File: config.mk
export PLATFORM = sky130hd
export DESIGN_NAME = cigar_run_merge_and_end_flat
export DESIGN_NICKNAME = d
export VERILOG_FILES = /design/src/hdl/crme_pkg.sv /design/src/hdl/crme_op_if.sv /design/src/hdl/crme_entry_if.sv /design/src/hdl/cigar_run_merge_and_end.sv /design/src/hdl/crme_merge.sv /design/src/hdl/crme_out_queue.sv /design/src/flat_wrapper.sv
export SDC_FILE = /design/constraint.sdc
export NUM_CORES = 1
export LEC_CHECK = 0
export BUFFER_PORTS_ARGS = -buffer_cell sky130_fd_sc_hd__buf_4
export CORE_UTILIZATION = 50
export DETAILED_ROUTE_END_ITERATION = 10
export GPL_TIMING_DRIVEN = 0
export PLACE_DENSITY = 0.7
export SKIP_LAST_GASP = 1
export SLEW_MARGIN = 20
export SYNTH_ARGS = -nofsm -noshare
export SYNTH_HDL_FRONTEND = slang
export SYNTH_HIERARCHICAL = 1
export SYNTH_SLANG_ARGS = --single-unit
File: constraint.sdc
create_clock -name clk -period 8.2 [get_ports clk]
set_input_delay 0.82 -clock clk [delete_from_list [all_inputs] [get_ports clk]]
set_output_delay 0.82 -clock clk [all_outputs]
set_load 0.02 [all_outputs]
File: src/hdl/crme_pkg.sv
// Package with the shared types, constants and helper functions of the CIGAR merge block.
`default_nettype none
package crme_pkg;

	// Upper bound on the number of merged entries of one alignment.
	localparam int MAX_OPS = 65536;

	localparam int OP_W    = 4;
	localparam int LEN_W   = 28;
	localparam int START_W = 32;
	localparam int CNT_W   = 17;
	localparam int SPAN_W  = 44;
	localparam int END_W   = 45;

	localparam logic [CNT_W-1:0]  CNT_LIMIT = (MAX_OPS < 131071) ? CNT_W'(MAX_OPS) : '1;
	localparam logic [LEN_W-1:0]  LEN_MAX   = '1;
	localparam logic [SPAN_W-1:0] SPAN_MAX  = '1;

	// CIGAR operation codes that consume the reference.
	localparam logic [OP_W-1:0] OP_M  = 4'd0;
	localparam logic [OP_W-1:0] OP_D  = 4'd2;
	localparam logic [OP_W-1:0] OP_N  = 4'd3;
	localparam logic [OP_W-1:0] OP_EQ = 4'd7;
	localparam logic [OP_W-1:0] OP_X  = 4'd8;

	// One merged entry as it leaves the block.
	typedef struct packed {
		logic [OP_W-1:0]  merged_op;
		logic [LEN_W-1:0] merged_length;
		logic             final_entry;
		logic [CNT_W-1:0] entry_count;
		logic [END_W-1:0] read_end;
		logic             length_saturated;
	} entry_t;

	// Up to two entries pushed into the output queue in one cycle.
	typedef struct packed {
		logic [1:0] num;
		entry_t     first;
		entry_t     second;
	} push_t;

	function automatic logic consumes_ref(input logic [OP_W-1:0] op);
		return op inside {OP_M, OP_D, OP_N, OP_EQ, OP_X};
	endfunction

	// Entry counter step that stops at the limit.
	function automatic logic [CNT_W-1:0] count_inc(input logic [CNT_W-1:0] c);
		return (c < CNT_LIMIT) ? c + CNT_W'(1) : c;
	endfunction

endpackage
`default_nettype wire

File: src/hdl/crme_op_if.sv
// Interface of the input channel that carries one CIGAR operation per word.
`default_nettype none
interface crme_op_if
	import crme_pkg::*;
();
	logic               valid;
	logic               ready;
	logic [OP_W-1:0]    op_code;
	logic [LEN_W-1:0]   op_length;
	logic               is_last;
	logic [START_W-1:0] read_start;

	modport source (output valid, output op_code, output op_length, output is_last,
		output read_start, input ready);
	modport sink (input valid, input op_code, input op_length, input is_last,
		input read_start, output ready);
endinterface
`default_nettype wire

File: src/hdl/crme_entry_if.sv
// Interface of the output channel that carries one merged CIGAR entry per word.
`default_nettype none
interface crme_entry_if
	import crme_pkg::*;
();
	logic             valid;
	logic             ready;
	logic [OP_W-1:0]  merged_op;
	logic [LEN_W-1:0] merged_length;
	logic             final_entry;
	logic [CNT_W-1:0] entry_count;
	logic [END_W-1:0] read_end;
	logic             length_saturated;

	modport source (output valid, output merged_op, output merged_length,
		output final_entry, output entry_count, output read_end,
		output length_saturated, input ready);
	modport sink (input valid, input merged_op, input merged_length,
		input final_entry, input entry_count, input read_end,
		input length_saturated, output ready);
endinterface
`default_nettype wire

File: src/hdl/cigar_run_merge_and_end.sv
// Top level of the CIGAR run merge and reference end block.
//
//   channel   modport  word
//   op_ch     sink     op_code, op_length, is_last, read_start
//   entry_ch  source   merged_op, merged_length, final_entry, entry_count,
//                      read_end, length_saturated
//
// One operation word is taken per cycle while op_ch.ready is high; it is
// registered, merged by combinational logic, and its zero, one or two entries
// are written to a four-entry queue, so an entry passes the input register and
// the queue before it shows on entry_ch. A word that yields two entries is
// drained as two output words. Reset clears the alignment state and the queue.
// A stalled sink fills the queue and then holds op_ch.ready low.
`default_nettype none
module cigar_run_merge_and_end
	import crme_pkg::*;
(
	input  wire logic   clk,
	input  wire logic   arst_n,
	crme_op_if.sink     op_ch,
	crme_entry_if.source entry_ch
);

	push_t  push;
	logic   room;
	entry_t head;

	crme_merge u_merge (
		.clk        (clk),
		.arst_n     (arst_n),
		.in_valid   (op_ch.valid),
		.in_ready   (op_ch.ready),
		.op_code    (op_ch.op_code),
		.op_length  (op_ch.op_length),
		.is_last    (op_ch.is_last),
		.read_start (op_ch.read_start),
		.room       (room),
		.push       (push)
	);

	crme_out_queue u_queue (
		.clk       (clk),
		.arst_n    (arst_n),
		.push      (push),
		.room      (room),
		.out_valid (entry_ch.valid),
		.out_ready (entry_ch.ready),
		.head      (head)
	);

	// Present the queue head on the output channel.
	assign entry_ch.merged_op        = head.merged_op;
	assign entry_ch.merged_length    = head.merged_length;
	assign entry_ch.final_entry      = head.final_entry;
	assign entry_ch.entry_count      = head.entry_count;
	assign entry_ch.read_end         = head.read_end;
	assign entry_ch.length_saturated = head.length_saturated;

endmodule
`default_nettype wire

File: src/hdl/crme_merge.sv
// Input register, run merge logic and alignment state of the CIGAR merge block.
`default_nettype none
module crme_merge
	import crme_pkg::*;
(
	input  wire logic               clk,
	input  wire logic               arst_n,
	input  wire logic               in_valid,
	output logic                    in_ready,
	input  wire logic [OP_W-1:0]    op_code,
	input  wire logic [LEN_W-1:0]   op_length,
	input  wire logic               is_last,
	input  wire logic [START_W-1:0] read_start,
	input  wire logic               room,
	output push_t                   push
);

	logic               valid_s1;
	logic [OP_W-1:0]    op_s1;
	logic [LEN_W-1:0]   len_s1;
	logic               last_s1;
	logic [START_W-1:0] start_s1;

	logic [OP_W-1:0]   held_op_q;
	logic [LEN_W-1:0]  held_len_q;
	logic              holding_q;
	logic              held_sat_q;
	logic [SPAN_W-1:0] span_q;
	logic [CNT_W-1:0]  cnt_q;

	logic              consume;
	logic [SPAN_W:0]   span_sum;
	logic [SPAN_W-1:0] span_new;
	logic              merge;
	logic              flush;
	logic [LEN_W:0]    len_sum;
	logic [LEN_W-1:0]  new_len;
	logic              new_sat;
	logic [CNT_W-1:0]  cnt1;
	logic [CNT_W-1:0]  cnt2;
	logic [CNT_W-1:0]  cnt_new;
	logic [END_W-1:0]  end_pos;
	entry_t            e_flush;
	entry_t            e_final;

	// The staged word is consumed once the output queue has room for two entries.
	assign consume  = valid_s1 && room;
	assign in_ready = !valid_s1 || room;

	// Input register.
	always_ff @(posedge clk or negedge arst_n) begin
		if (!arst_n) begin
			valid_s1 <= 1'b0;
		end else if (in_ready) begin
			valid_s1 <= in_valid;
		end
	end

	always_ff @(posedge clk) begin
		if (in_ready && in_valid) begin
			op_s1    <= op_code;
			len_s1   <= op_length;
			last_s1  <= is_last;
			start_s1 <= read_start;
		end
	end

	// Reference span, saturating, including the current operation.
	always_comb begin
		span_sum = {1'b0, span_q} + (SPAN_W + 1)'(len_s1);
		if (!consumes_ref(op_s1)) begin
			span_new = span_q;
		end else if (span_sum[SPAN_W]) begin
			span_new = SPAN_MAX;
		end else begin
			span_new = span_sum[SPAN_W-1:0];
		end
	end

	// Run merge with saturating length.
	always_comb begin
		merge   = holding_q && (op_s1 == held_op_q);
		flush   = holding_q && !merge;
		len_sum = {1'b0, held_len_q} + {1'b0, len_s1};
		if (merge) begin
			new_len = len_sum[LEN_W] ? LEN_MAX : len_sum[LEN_W-1:0];
			new_sat = held_sat_q || len_sum[LEN_W];
		end else begin
			new_len = len_s1;
			new_sat = 1'b0;
		end
	end

	// Entry counts and end position.
	always_comb begin
		cnt1    = count_inc(cnt_q);
		cnt2    = count_inc(cnt1);
		cnt_new = flush ? cnt1 : cnt_q;
		if (span_new == '0) begin
			end_pos = END_W'(start_s1);
		end else begin
			end_pos = END_W'(start_s1) + END_W'(span_new) - END_W'(1);
		end
	end

	// Assemble the entries of this word.
	always_comb begin
		e_flush.merged_op        = held_op_q;
		e_flush.merged_length    = held_len_q;
		e_flush.final_entry      = 1'b0;
		e_flush.entry_count      = cnt1;
		e_flush.read_end         = '0;
		e_flush.length_saturated = held_sat_q;

		e_final.merged_op        = op_s1;
		e_final.merged_length    = new_len;
		e_final.final_entry      = 1'b1;
		e_final.entry_count      = flush ? cnt2 : cnt1;
		e_final.read_end         = end_pos;
		e_final.length_saturated = new_sat;

		push.num    = consume ? (2'(flush) + 2'(last_s1)) : 2'd0;
		push.first  = flush ? e_flush : e_final;
		push.second = e_final;
	end

	// Alignment state; the last word returns it to reset.
	always_ff @(posedge clk or negedge arst_n) begin
		if (!arst_n) begin
			held_op_q  <= '0;
			held_len_q <= '0;
			holding_q  <= 1'b0;
			held_sat_q <= 1'b0;
			span_q     <= '0;
			cnt_q      <= '0;
		end else if (consume) begin
			if (last_s1) begin
				held_op_q  <= '0;
				held_len_q <= '0;
				holding_q  <= 1'b0;
				held_sat_q <= 1'b0;
				span_q     <= '0;
				cnt_q      <= '0;
			end else begin
				held_op_q  <= op_s1;
				held_len_q <= new_len;
				holding_q  <= 1'b1;
				held_sat_q <= new_sat;
				span_q     <= span_new;
				cnt_q      <= cnt_new;
			end
		end
	end

endmodule
`default_nettype wire

File: src/hdl/crme_out_queue.sv
// Four-entry output queue that takes up to two merged entries per cycle.
`default_nettype none
module crme_out_queue
	import crme_pkg::*;
(
	input  wire logic  clk,
	input  wire logic  arst_n,
	input  wire push_t push,
	output logic       room,
	output logic       out_valid,
	input  wire logic  out_ready,
	output entry_t     head
);

	entry_t     slot_q [4];
	logic [1:0] wr_ptr_q;
	logic [1:0] rd_ptr_q;
	logic [2:0] cnt_q;
	logic       pop;

	assign out_valid = (cnt_q != 3'd0);
	assign pop       = out_valid && out_ready;
	assign head      = slot_q[rd_ptr_q];
	// Room for two entries, taken from registered occupancy only.
	assign room      = (cnt_q <= 3'd2);

	// Entry storage.
	always_ff @(posedge clk) begin
		if (push.num != 2'd0) begin
			slot_q[wr_ptr_q] <= push.first;
		end
		if (push.num == 2'd2) begin
			slot_q[wr_ptr_q + 2'd1] <= push.second;
		end
	end

	// Pointers and occupancy.
	always_ff @(posedge clk or negedge arst_n) begin
		if (!arst_n) begin
			wr_ptr_q <= '0;
			rd_ptr_q <= '0;
			cnt_q    <= '0;
		end else begin
			wr_ptr_q <= wr_ptr_q + push.num;
			if (pop) begin
				rd_ptr_q <= rd_ptr_q + 2'd1;
			end
			cnt_q <= cnt_q + 3'(push.num) - 3'(pop);
		end
	end

endmodule
`default_nettype wire
File: src/flat_wrapper.sv
// flat-port wrapper written by rule: the top's interface ports become plain ports
module cigar_run_merge_and_end_flat import crme_pkg::*;
  (clk, arst_n, op_ch_valid, op_ch_op_code, op_ch_op_length, op_ch_is_last, op_ch_read_start, op_ch_ready, entry_ch_valid, entry_ch_merged_op, entry_ch_merged_length, entry_ch_final_entry, entry_ch_entry_count, entry_ch_read_end, entry_ch_length_saturated, entry_ch_ready);
  crme_op_if op_ch_i ();
  crme_entry_if entry_ch_i ();
  input  wire logic clk;
  input  wire logic arst_n;
  input wire logic [$bits(op_ch_i.valid)-1:0] op_ch_valid;
  input wire logic [$bits(op_ch_i.op_code)-1:0] op_ch_op_code;
  input wire logic [$bits(op_ch_i.op_length)-1:0] op_ch_op_length;
  input wire logic [$bits(op_ch_i.is_last)-1:0] op_ch_is_last;
  input wire logic [$bits(op_ch_i.read_start)-1:0] op_ch_read_start;
  output wire logic [$bits(op_ch_i.ready)-1:0] op_ch_ready;
  output wire logic [$bits(entry_ch_i.valid)-1:0] entry_ch_valid;
  output wire logic [$bits(entry_ch_i.merged_op)-1:0] entry_ch_merged_op;
  output wire logic [$bits(entry_ch_i.merged_length)-1:0] entry_ch_merged_length;
  output wire logic [$bits(entry_ch_i.final_entry)-1:0] entry_ch_final_entry;
  output wire logic [$bits(entry_ch_i.entry_count)-1:0] entry_ch_entry_count;
  output wire logic [$bits(entry_ch_i.read_end)-1:0] entry_ch_read_end;
  output wire logic [$bits(entry_ch_i.length_saturated)-1:0] entry_ch_length_saturated;
  input wire logic [$bits(entry_ch_i.ready)-1:0] entry_ch_ready;
  assign op_ch_i.valid = op_ch_valid;
  assign op_ch_i.op_code = op_ch_op_code;
  assign op_ch_i.op_length = op_ch_op_length;
  assign op_ch_i.is_last = op_ch_is_last;
  assign op_ch_i.read_start = op_ch_read_start;
  assign op_ch_ready = op_ch_i.ready;
  assign entry_ch_valid = entry_ch_i.valid;
  assign entry_ch_merged_op = entry_ch_i.merged_op;
  assign entry_ch_merged_length = entry_ch_i.merged_length;
  assign entry_ch_final_entry = entry_ch_i.final_entry;
  assign entry_ch_entry_count = entry_ch_i.entry_count;
  assign entry_ch_read_end = entry_ch_i.read_end;
  assign entry_ch_length_saturated = entry_ch_i.length_saturated;
  assign entry_ch_i.ready = entry_ch_ready;
  cigar_run_merge_and_end u_core (.clk(clk), .arst_n(arst_n), .op_ch(op_ch_i), .entry_ch(entry_ch_i));
endmodule
Word level (Yosys, flattened, before mapping) --
Memories as Yosys holds them, arrays and structs flattened. Index checks and enable logic that the tools add are counted.
Cells by class: add/subtract/negate cells 12, magnitude comparators 3, eq/ne operators 6, mux-type cells 22, reduce and logical (&&, ||, !) cells 16
Operators by type and width (count):
- 44-bit two-way mux | 3
- 96-bit two-way mux | 1
- 17-bit two-way mux | 5
- 28-bit two-way mux | 3
- 32-bit by 44-bit adder with 45-bit output | 1
- 44-bit by 28-bit adder with 45-bit output | 1
- 45-bit two-way mux | 1
- 45-bit by 1-bit subtractor with 45-bit output (second input constant) | 1
- 44-bit zero test | 1
- 17-bit by 1-bit adder with 17-bit output (second input constant) | 2
- 17-bit less-than comparator (second input constant) | 2
- 28-bit by 28-bit adder with 29-bit output | 1
- 4-bit by 2-bit equality test with 1-bit output (second input constant) | 2
- 1-bit two-way mux | 7
- 1-bit logical AND | 5
- 5-bit nonzero test | 1
- 2-bit by 1-bit adder with 2-bit output (second input constant) | 2
- 4-bit by 3-bit equality test with 1-bit output (second input constant) | 1
- 4-bit equality test | 1
- 4-bit equality test (second input constant) | 1
- 4-bit zero test | 1
- 4-bit two-way mux | 1
- 2-bit nonzero test | 2
- 3-bit by 2-bit adder with 3-bit output | 1
- other kinds (10) | 12
Word-level totals: bits in registers 168, RAM bits 384, logic and storage cells 74, memories kept 1
Memories:
- u_core.u_queue.slot_q | depth 4, width 96, rd ports 1, clocked after Yosys merged registers in 0, write ports 2, RTL line crme_out_queue.sv:15 | entry_t slot_q [4];

Logic depth before layout (Yosys ltp) --
Gate-level depths: netlist of the first run.
depth in word-level cells 9, depth in mapped cells 27, depth with buffers taken out 25

Hierarchy --
Netlist of the first run, hierarchy kept.
By module, submodules not included:
- crme_out_queue | instances 1, cells an instance 974, area each 18908.1 um^2, seq. area each 11706.2 um^2
- crme_merge | instances 1, cells an instance 1781, area each 14772.9 um^2, seq. area each 4354.2 um^2

Worst setup path after synthesis of the first run --
Ideal clock, no wire load.
kind reg2reg, start point register u_core.u_merge.op_s1[0], end point memory u_core/u_queue/slot_q[2][0] (netlist bit) (enable), data arrival time 7228 ps, data required time 7617 ps, setup slack 389 ps, stages on the path, launching flop included 12, period minus slack after synthesis 7811 ps, cell sequence edfxtp_1 > xnor2_1 > nand4_1 > and2_1 > clkbuf_1 > inv_1 > clkbuf_1 > ha_1 > and3_1 > buf_2 > or3b_2 > a21oi_1
RTL lines:
- start: declaration | RTL line crme_merge.sv:19 | logic [OP_W-1:0] op_s1;
- start signal: assignment | RTL line crme_merge.sv:61 | op_s1 <= op_code;
- end: declaration | RTL line crme_out_queue.sv:15

==> results of run 1 <==
-- logic make-up (layout without fill, tap and decap cells) --
group	count (synthesis)	count (layout)	share of synthesized area
DFF	552	552	0.477
muxes	543	543	0.214
AOI/OAI and AO/OA	507	507	0.0983
buffers and inverters	303	603	0.0401
other	1	2	0.000111
adders and majority gates	147	147	0.0555
xor gates and xnor gates	131	131	0.0341
and+or+nand+nor	571	571	0.0815
-- power by group --
part | total [mW] | leakage [nW] | internal, mW | switching, mW
Combinational | 11.1 | 8.95 | 4.92 | 6.18
Clock | 2.76 | 0.969 | 1.58 | 1.18
Sequential | 4.89 | 5.51 | 4.52 | 0.371
-- critical path: stages, from the launching register on --
cell	delay, ns
edfxtp_1	0.51
ha_1	0.31
fa_1	0.44
a211oi_2	0.35
o211a_1	0.31
o21ai_1	0.24
a211oi_2	0.51
nor2_1	0.25
nand2_1	0.22
nand2_1	0.07
mux2i_1	0.43
ha_1	0.24
nand4_1	0.20
a211oi_2	0.40
o2111ai_1	0.23
a2111oi_1	0.55
and4_1	0.28
nand4_1	0.12
or4_1	0.55
buf_6	0.17
buf_4	0.19
inv_1	0.15
buf_2	0.27
nor2_1	0.13
mux2_2	0.28
-- layer usage --
layer | GRT usage | vias up
li1 | - | 10900
met1 | 0.372 | 11900
met2 | 0.456 | 729
met3 | 0.0348 | 143
met4 | 0.0774 | 0
met5 | 0 | -
-- cell type report --
type	count	area, um^2	area share
plain buffers	140	743	0.0192
clock buffers	77	1610	0.0416
well taps	864	1080	0.0280
clock inverters	36	384	0.00994
multi-input cells	1900	16300	0.423
inverters	161	604	0.0156
repair buffers	189	1810	0.0467
diodes	1	2.50	0.0000648
flip-flops and latches	552	16100	0.416
-- stage by stage --
step / cells / hold slack, ns / setup slack (ns) / total power [mW]
finish: 3920 / 0.287 / 0.494 / 18.7
global route: 3920 / 0.317 / 0.153 / 19.9
CTS: 3920 / 0.305 / 0.0138 / 18.8
detailed placement: 3808 / 0.496 / -0.218 / 15.9
global placement: 3785 / 0.479 / -5.70 / 15.5
floorplan: 2755 / 0.463 / 0.389 / 12.7
-- worst paths after layout --
check | from | end | slack [ns] | cells after the start
worst min-delay path | arst_n | u_core/u_merge/span_q[42] | 0.29 | 1
worst min register to register | u_core/u_queue/wr_ptr_q[0] | u_core/u_queue/wr_ptr_q[0] | 0.51 | 1
min in group clk | op_ch_op_length[27] | u_core/u_merge/len_s1[27] | 0.34 | 1
worst max register to register | u_core/u_merge/len_s1[0] | u_core/u_queue/slot_q[1][34] | 0.49 | 24
worst max-delay path | u_core/u_merge/len_s1[0] | u_core/u_queue/slot_q[1][34] | 0.49 | 24
max in group asynchronous | arst_n | u_core/u_merge/held_len_q[18] | 7.25 | 1
-- placed cells by master (no fill, tap or decap), types with 20 or more instances in the layout --
master / count
clkbuf_1: 70
and3_1: 24
nand2_1: 185
mux2i_1: 27
mux4_2: 96
a21o_1: 57
mux2_2: 372
dfrtp_1: 103
buf_4: 173
and2_1: 40
edfxtp_1: 449
mux2_1: 40
buf_2: 50
a21oi_1: 96
nor3_1: 30
a31oi_1: 28
ha_1: 143
xor2_1: 42
o21ai_0: 140
nand3_1: 40
clkbuf_16: 61
nor2_1: 145
xnor2_1: 89
a22o_1: 20
inv_1: 160
-- flip-flops by register name (all words and copies together), names as in the netlist --
name	flops
u_core/u_queue/cnt_q	3
u_core/u_merge/held_len_q	28
u_core/u_merge/cnt_q	17
u_core/u_merge/valid_s1	1
u_core/u_merge/span_q	44
u_core/u_queue/wr_ptr_q	2
u_core/u_queue/rd_ptr_q	2
u_core/u_merge/holding_q	1
u_core/u_merge/last_s1	1
u_core/u_merge/held_sat_q	1
u_core/u_merge/start_s1	32
u_core/u_queue/slot_q	384
u_core/u_merge/op_s1	4
u_core/u_merge/len_s1	28
u_core/u_merge/held_op_q	4
-- repair_timing --
item	CTS	global route
endpoints found under the hold margin	0	0
setup endpoints to repair	21	180
gates resized for setup	1	8
hold buffers	0	0
==> results.md, run 1 <==
- Status: completed
- Mapped Nets: between 2000 and 3000
- Startpoint Class: flip-flop
- Fillers: 5415
- DRC viols: 0
- CTS Buf Count: 61
- Site Rows: 94
- CP Max Fanout: 10
- CTS max path bufs: 3
- Initial antenna violation count: 1
- Final Slew Violations: 0
- Maximum Capacitance Violations: 0
- DIE HEIGHT: 262 um
- Post-synth top cells: 449 x edfxtp_1, 372 x mux2_2, 185 x nand2_1
- Dpl hpwl: 68.7 mm
- Synth Register Bits: 552
- PortBufs: about 170
- Synth async-reset ratio: 0.187
- Global-route wire length before repair: between 100 and 150 mm
- Reg clk slew, reported paths: approximately 0.06 ns
- ANT nets after route: 0
- Pwr Density: approximately 490 nW/um^2
- Placer's final routability congestion estimate: 0.946
- CTS Sinks: about 550
- Clock latency on the worst-skew pair: 0.65 ns
- Minimum clock period: slightly below 8 ns
- Final core area utilization: 0.583
- Total GRT Usage: 0.273
- Die Area: 68400 um^2
- Top Metal Used: met4
- LEAKAGE: 15.4 nW
- Vias per inst: 6.04
- Ys flop type: edfxtp_1
- Setup TNS: 0 ns
- Layout Nets: 3221
- DR WL/cell: 23.9 um
- Total number of vias: roughly 24000
- Tcrit/Tclk final: 0.940
- Hold crit path type: input port to asynchronous set/reset pin
- Slew @ Worst Pin: 1.07 ns
- Mapped Avg Cell Area: between 10 and 15 um^2
- WP data required: 8.59 ns
- Yosys cell types: 89
- Grt ovf: 0
- Final setup viols: 0
- Top-area cell type share of the netlist area: 0.400
- Number of H-tree levels: 2
- Peak VDD IR: 0.268 mV
- Peak Freq: 0.130 GHz
- Largest area contributor in the netlist: edfxtp_1
- CTS root buffer: clkbuf_16
- RSZ-0062 raised after global routing: false
- Synthesis-to-finish area growth: 14.7%
- WS Path Type: flip-flop to flip-flop
- Gate Count Post-Synth: between 2000 and 3000
- WL met1: between 40 and 50 mm
- Met2 WL: roughly 45 mm
- Initial core utilization: 0.509
- Wirelength, routed: 93.5 mm
- Final hold vios: 0
- Max_slew headroom: 0.290
- EDFF count, synth: 449
- Initial DRC count: approximately 2000
- Placed Area: 36600 um^2
- I/O pins: between 150 and 200
- Core box area: 66200 um^2
- Fraction of layout instances using a drive strength above 1: 0.283
- Chip width: 262 um
- Met3 WL: approximately 5 mm
- Setup Buffers After CTS: 0
- Largest net degree at the start of global routing: 104
- Area contributors post-synth: edfxtp_1 40%, mux2_2 12%, dfrtp_1 7.7%
- Worst path arrival time: 8.10 ns
- Post-synthesis sequential area ratio: 0.477
- Final instance area: 38600 um^2
- Yosys Warn Count: 6
- Number of global-route vias before repair: 23800
- Clk_skew: 0.0206 ns
- First-pass iteration count of the detailed router: 5
- Worst setup EP type: flip-flop
- Synthesized cell area: 33700 um^2
- Most common cell in the netlist: edfxtp_1
- TritonCTS clock tree: yes
Power figures use the tool's default switching activity.
==> run 2: changes to the inputs <==
Settings changed: PLACE_DENSITY 0.7 to 0.67, SYNTH_HIERARCHICAL 1 to default.
==> results.md, run 2 <==
- Synthesis-to-finish area growth: 13.9%
- Hold crit path type: input port to asynchronous set/reset pin
- DIE HEIGHT: 256 um (-2.1%)
- Post-synth top cells: 445 x edfxtp_1, 234 x nand2_1, 216 x a21oi_1
- Finished Layout Cells: 4043 (+3.1%)
- WP data required: 8.58 ns (about the same)
- Largest Register: u_core.u_queue.slot_q
- Synthesized cell area: 32200 um^2 (-4.2%)
- Grt ovf: 0 (unchanged)
- Fraction of layout instances using a drive strength above 1: 0.151 (-0.132)
- CTS root buffer: clkbuf_16
- Most common cell after layout, fill and taps aside: edfxtp_1
- Final hold vios: 0 (unchanged)
- Worst R2R Start: u_core.u_merge.op_s1[0]
- Initial DRC count: 3068 (+53%)
- Placer's final routability congestion estimate: 0.981 (+3.6%)
- EDFF count, synth: 445 (-0.89%)
- First-pass iteration count of the detailed router: 6 (+1)
- Number of H-tree levels: 2 (unchanged)
- CTS resizes: 3 (+2)
- Critical Path Source: u_core.u_merge.op_s1[0]
- DR WL/cell: 26.2 um (+9.8%)
- Setup Buffers After CTS: 0 (unchanged)
- Initial core utilization: 0.508 (about the same)
- Hold-fix buffer count after cts: 0 (unchanged)
- Area of the multi-input gates: 15000 um^2 (-8.1%)
- Worst path arrival time: 8.26 ns (+0.16 ns)
- CTS Buf Count: 58 (-4.9%)
- Inst Count DP: 3933 (+3.3%)
- I/O pins: 167 (unchanged)
- Initial antenna violation count: 0 (-1)
- Layout Nets: 3363 (+4.4%)
- CTS Sinks: 552 (unchanged)
- Regs by FF count: u_core.u_queue.slot_q x384, u_core.u_merge.span_q x44, u_core.u_merge.start_s1 x32
- Status: completed
- Peak VDD IR: 0.225 mV (-16%)
- Tcrit/Tclk final: 0.961 (+0.0211)
- Total number of vias: 26100 (+10%)
- Final core area utilization: 0.579 (-0.00415)
- Site Rows: 92 (-2.1%)
- Number of global-route vias before repair: 25200 (+5.8%)
- Vias per inst: 6.46 (+6.9%)
- Fillers: 5352 (-1.2%)
- Wirelength, routed: 106 mm (+13%)
- Gate Count Post-Synth: 2911 (+5.7%)
- CTS max path bufs: 3 (unchanged)
- CP Max Fanout: 10 (unchanged)
- Slack of the critical path: 0.321 ns (-0.173 ns)
- Largest area contributor in the netlist: edfxtp_1
- Slew @ Worst Pin: 1.26 ns (+0.199 ns)
- Reg clk slew, reported paths: 0.06 ns (about the same)
- Worst setup EP type: flip-flop
- Pre-CTS setup slack: -0.327 ns (-0.109 ns)
- Final Slew Violations: 0 (unchanged)
- Die Area: 65500 um^2 (-4.2%)
- Peak Freq: 0.127 GHz (-2.2%)
- Yosys cell types: 91 (+2.2%)
- Synth async-reset ratio: 0.187 (unchanged)
- Core box area: 63400 um^2 (-4.2%)
- Ys flop type: edfxtp_1
- Pwr Density: 418 nW/um^2 (-14%)
- Clk_skew: 0.0368 ns (+0.0163 ns)
- Mapped Nets: 3127 (+5.3%)
- Dpl hpwl: 77.3 mm (+13%)
- Flip-flop count of the largest register after layout: 384 (unchanged)
- Area contributors post-synth: edfxtp_1 41%, dfrtp_1 8.0%, mux4_2 6.7%
- Clock latency on the worst-skew pair: 0.66 ns (about the same)
- Largest net degree at the start of global routing: 65 (-38%)
- Synth Register Bits: 552 (unchanged)
- Most common cell in the netlist: edfxtp_1
- Max_slew headroom: 0.149 (-0.141)
- WS Path Type: flip-flop to flip-flop
- PortBufs: 166 (unchanged)
- Yosys Warn Count: 0 (-6)
- Diodes inserted: 0 (-1)
- Top-area cell type share of the netlist area: 0.414 (+0.0140)
- DRC viols: 0 (unchanged)
- Minimum clock period: 7.88 ns (+0.173 ns)
- Startpoint Class: flip-flop
- Chip width: 256 um (-2.1%)
- ANT nets after route: 0 (unchanged)
- Global-route wire length before repair: 159 mm (+12%)
- LEAKAGE: 13.9 nW (-10%)
- Mapped Avg Cell Area: 11.1 um^2 (-9.4%)
- Maximum Capacitance Violations: 0 (unchanged)
- RSZ-0062 raised after global routing: false
- Final setup viols: 0 (unchanged)
- Total GRT Usage: 0.320 (+0.0470)
- Commonest cells after routing, fill and taps aside: 445 x edfxtp_1, 230 x nand2_1, 212 x a21oi_1, 178 x nor2_1, 169 x buf_4
- Register Area: 16000 um^2 (-0.25%)
- TritonCTS clock tree: yes
- Post-synthesis sequential area ratio: 0.497 (+0.0199)
## run 2: critical path: stages, from the launching register on
cell	delay, ns
edfxtp_1	0.36
clkbuf_1	0.22
or2_2	0.35
a21boi_2	0.52
buf_2	0.42
clkbuf_1	0.57
clkbuf_1	0.48
a21oi_1	0.31
nor2_1	0.41
and3_1	0.23
nand3_1	0.07
o21ai_0	0.25
ha_1	0.25
nand2_1	0.05
nor2_1	0.35
nand3_1	0.27
a2111oi_0	0.47
nand4_1	0.19
nor4_2	0.34
nand4_1	0.30
clkbuf_1	0.37
nor3_1	0.69
nor3_1	0.12
## run 2: final timing paths
kind / endpoint / slack, ns / cells after the start
max: u_core.u_queue.slot_q[3][29] / 0.32 / 22
min: u_core.u_merge.valid_s1 / 0.09 / 1
max reg2reg: u_core.u_queue.slot_q[3][29] / 0.32 / 22
min reg2reg: u_core.u_queue.slot_q[2][63] / 0.44 / 2
max in group asynchronous: u_core.u_merge.span_q[22] / 7.32 / 2
min in group clk: u_core.u_merge.start_s1[6] / 0.33 / 1
## run 2: logic make-up (layout without fill, tap and decap cells)
kind of cell,count (synthesis),after routing,share of synthesized area
buf+inv,324,610,0.0399
flops,552,552,0.497
simple gates,762,762,0.114
mux,106,106,0.0702
compound gates,891,891,0.186
xor+xnor,129,129,0.0350
fa+ha+maj,147,147,0.0580
## run 2: per-stage QoR
stage	setup TNS (ns)	cell area, um^2	hold WS (ns)	power [mW]
after detailed placement	-4.75	34800	0.434	12.6
after global placement	-61.05	34600	0.433	12.5
after CTS	0	36700	0.0834	15.2
final	0	36700	0.0924	15.4
after floorplan	0	32200	0.418	9.76
after global routing	0	36700	0.123	16.2
## run 2: routing by layer
metal / vias to the layer above / wire (um) / GRT usage
li1: 11600 / - / -
met1: 13000 / 44900 / 0.462
met2: 1327 / 48100 / 0.496
met3: 198 / 9150 / 0.0421
met4: 0 / 3750 / 0.113
met5: - / 0 / 0
## run 2: layout make-up
class | instances | area share
Clock buffer | 74 | 0.0423
Buffer | 184 | 0.0208
Inverter | 140 | 0.0143
Multi-Input combinational cell | 2035 | 0.409
Clock inverter | 36 | 0.00817
Sequential cell | 552 | 0.436
Tap cell | 846 | 0.0288
Timing Repair Buffer | 176 | 0.0407
## run 2: where the power goes
part           switching (mW)  leakage (nW)  internal (mW)
clock network            1.18         0.891           1.44
logic                    5.54          7.46           3.10
registers               0.362          5.51           3.75
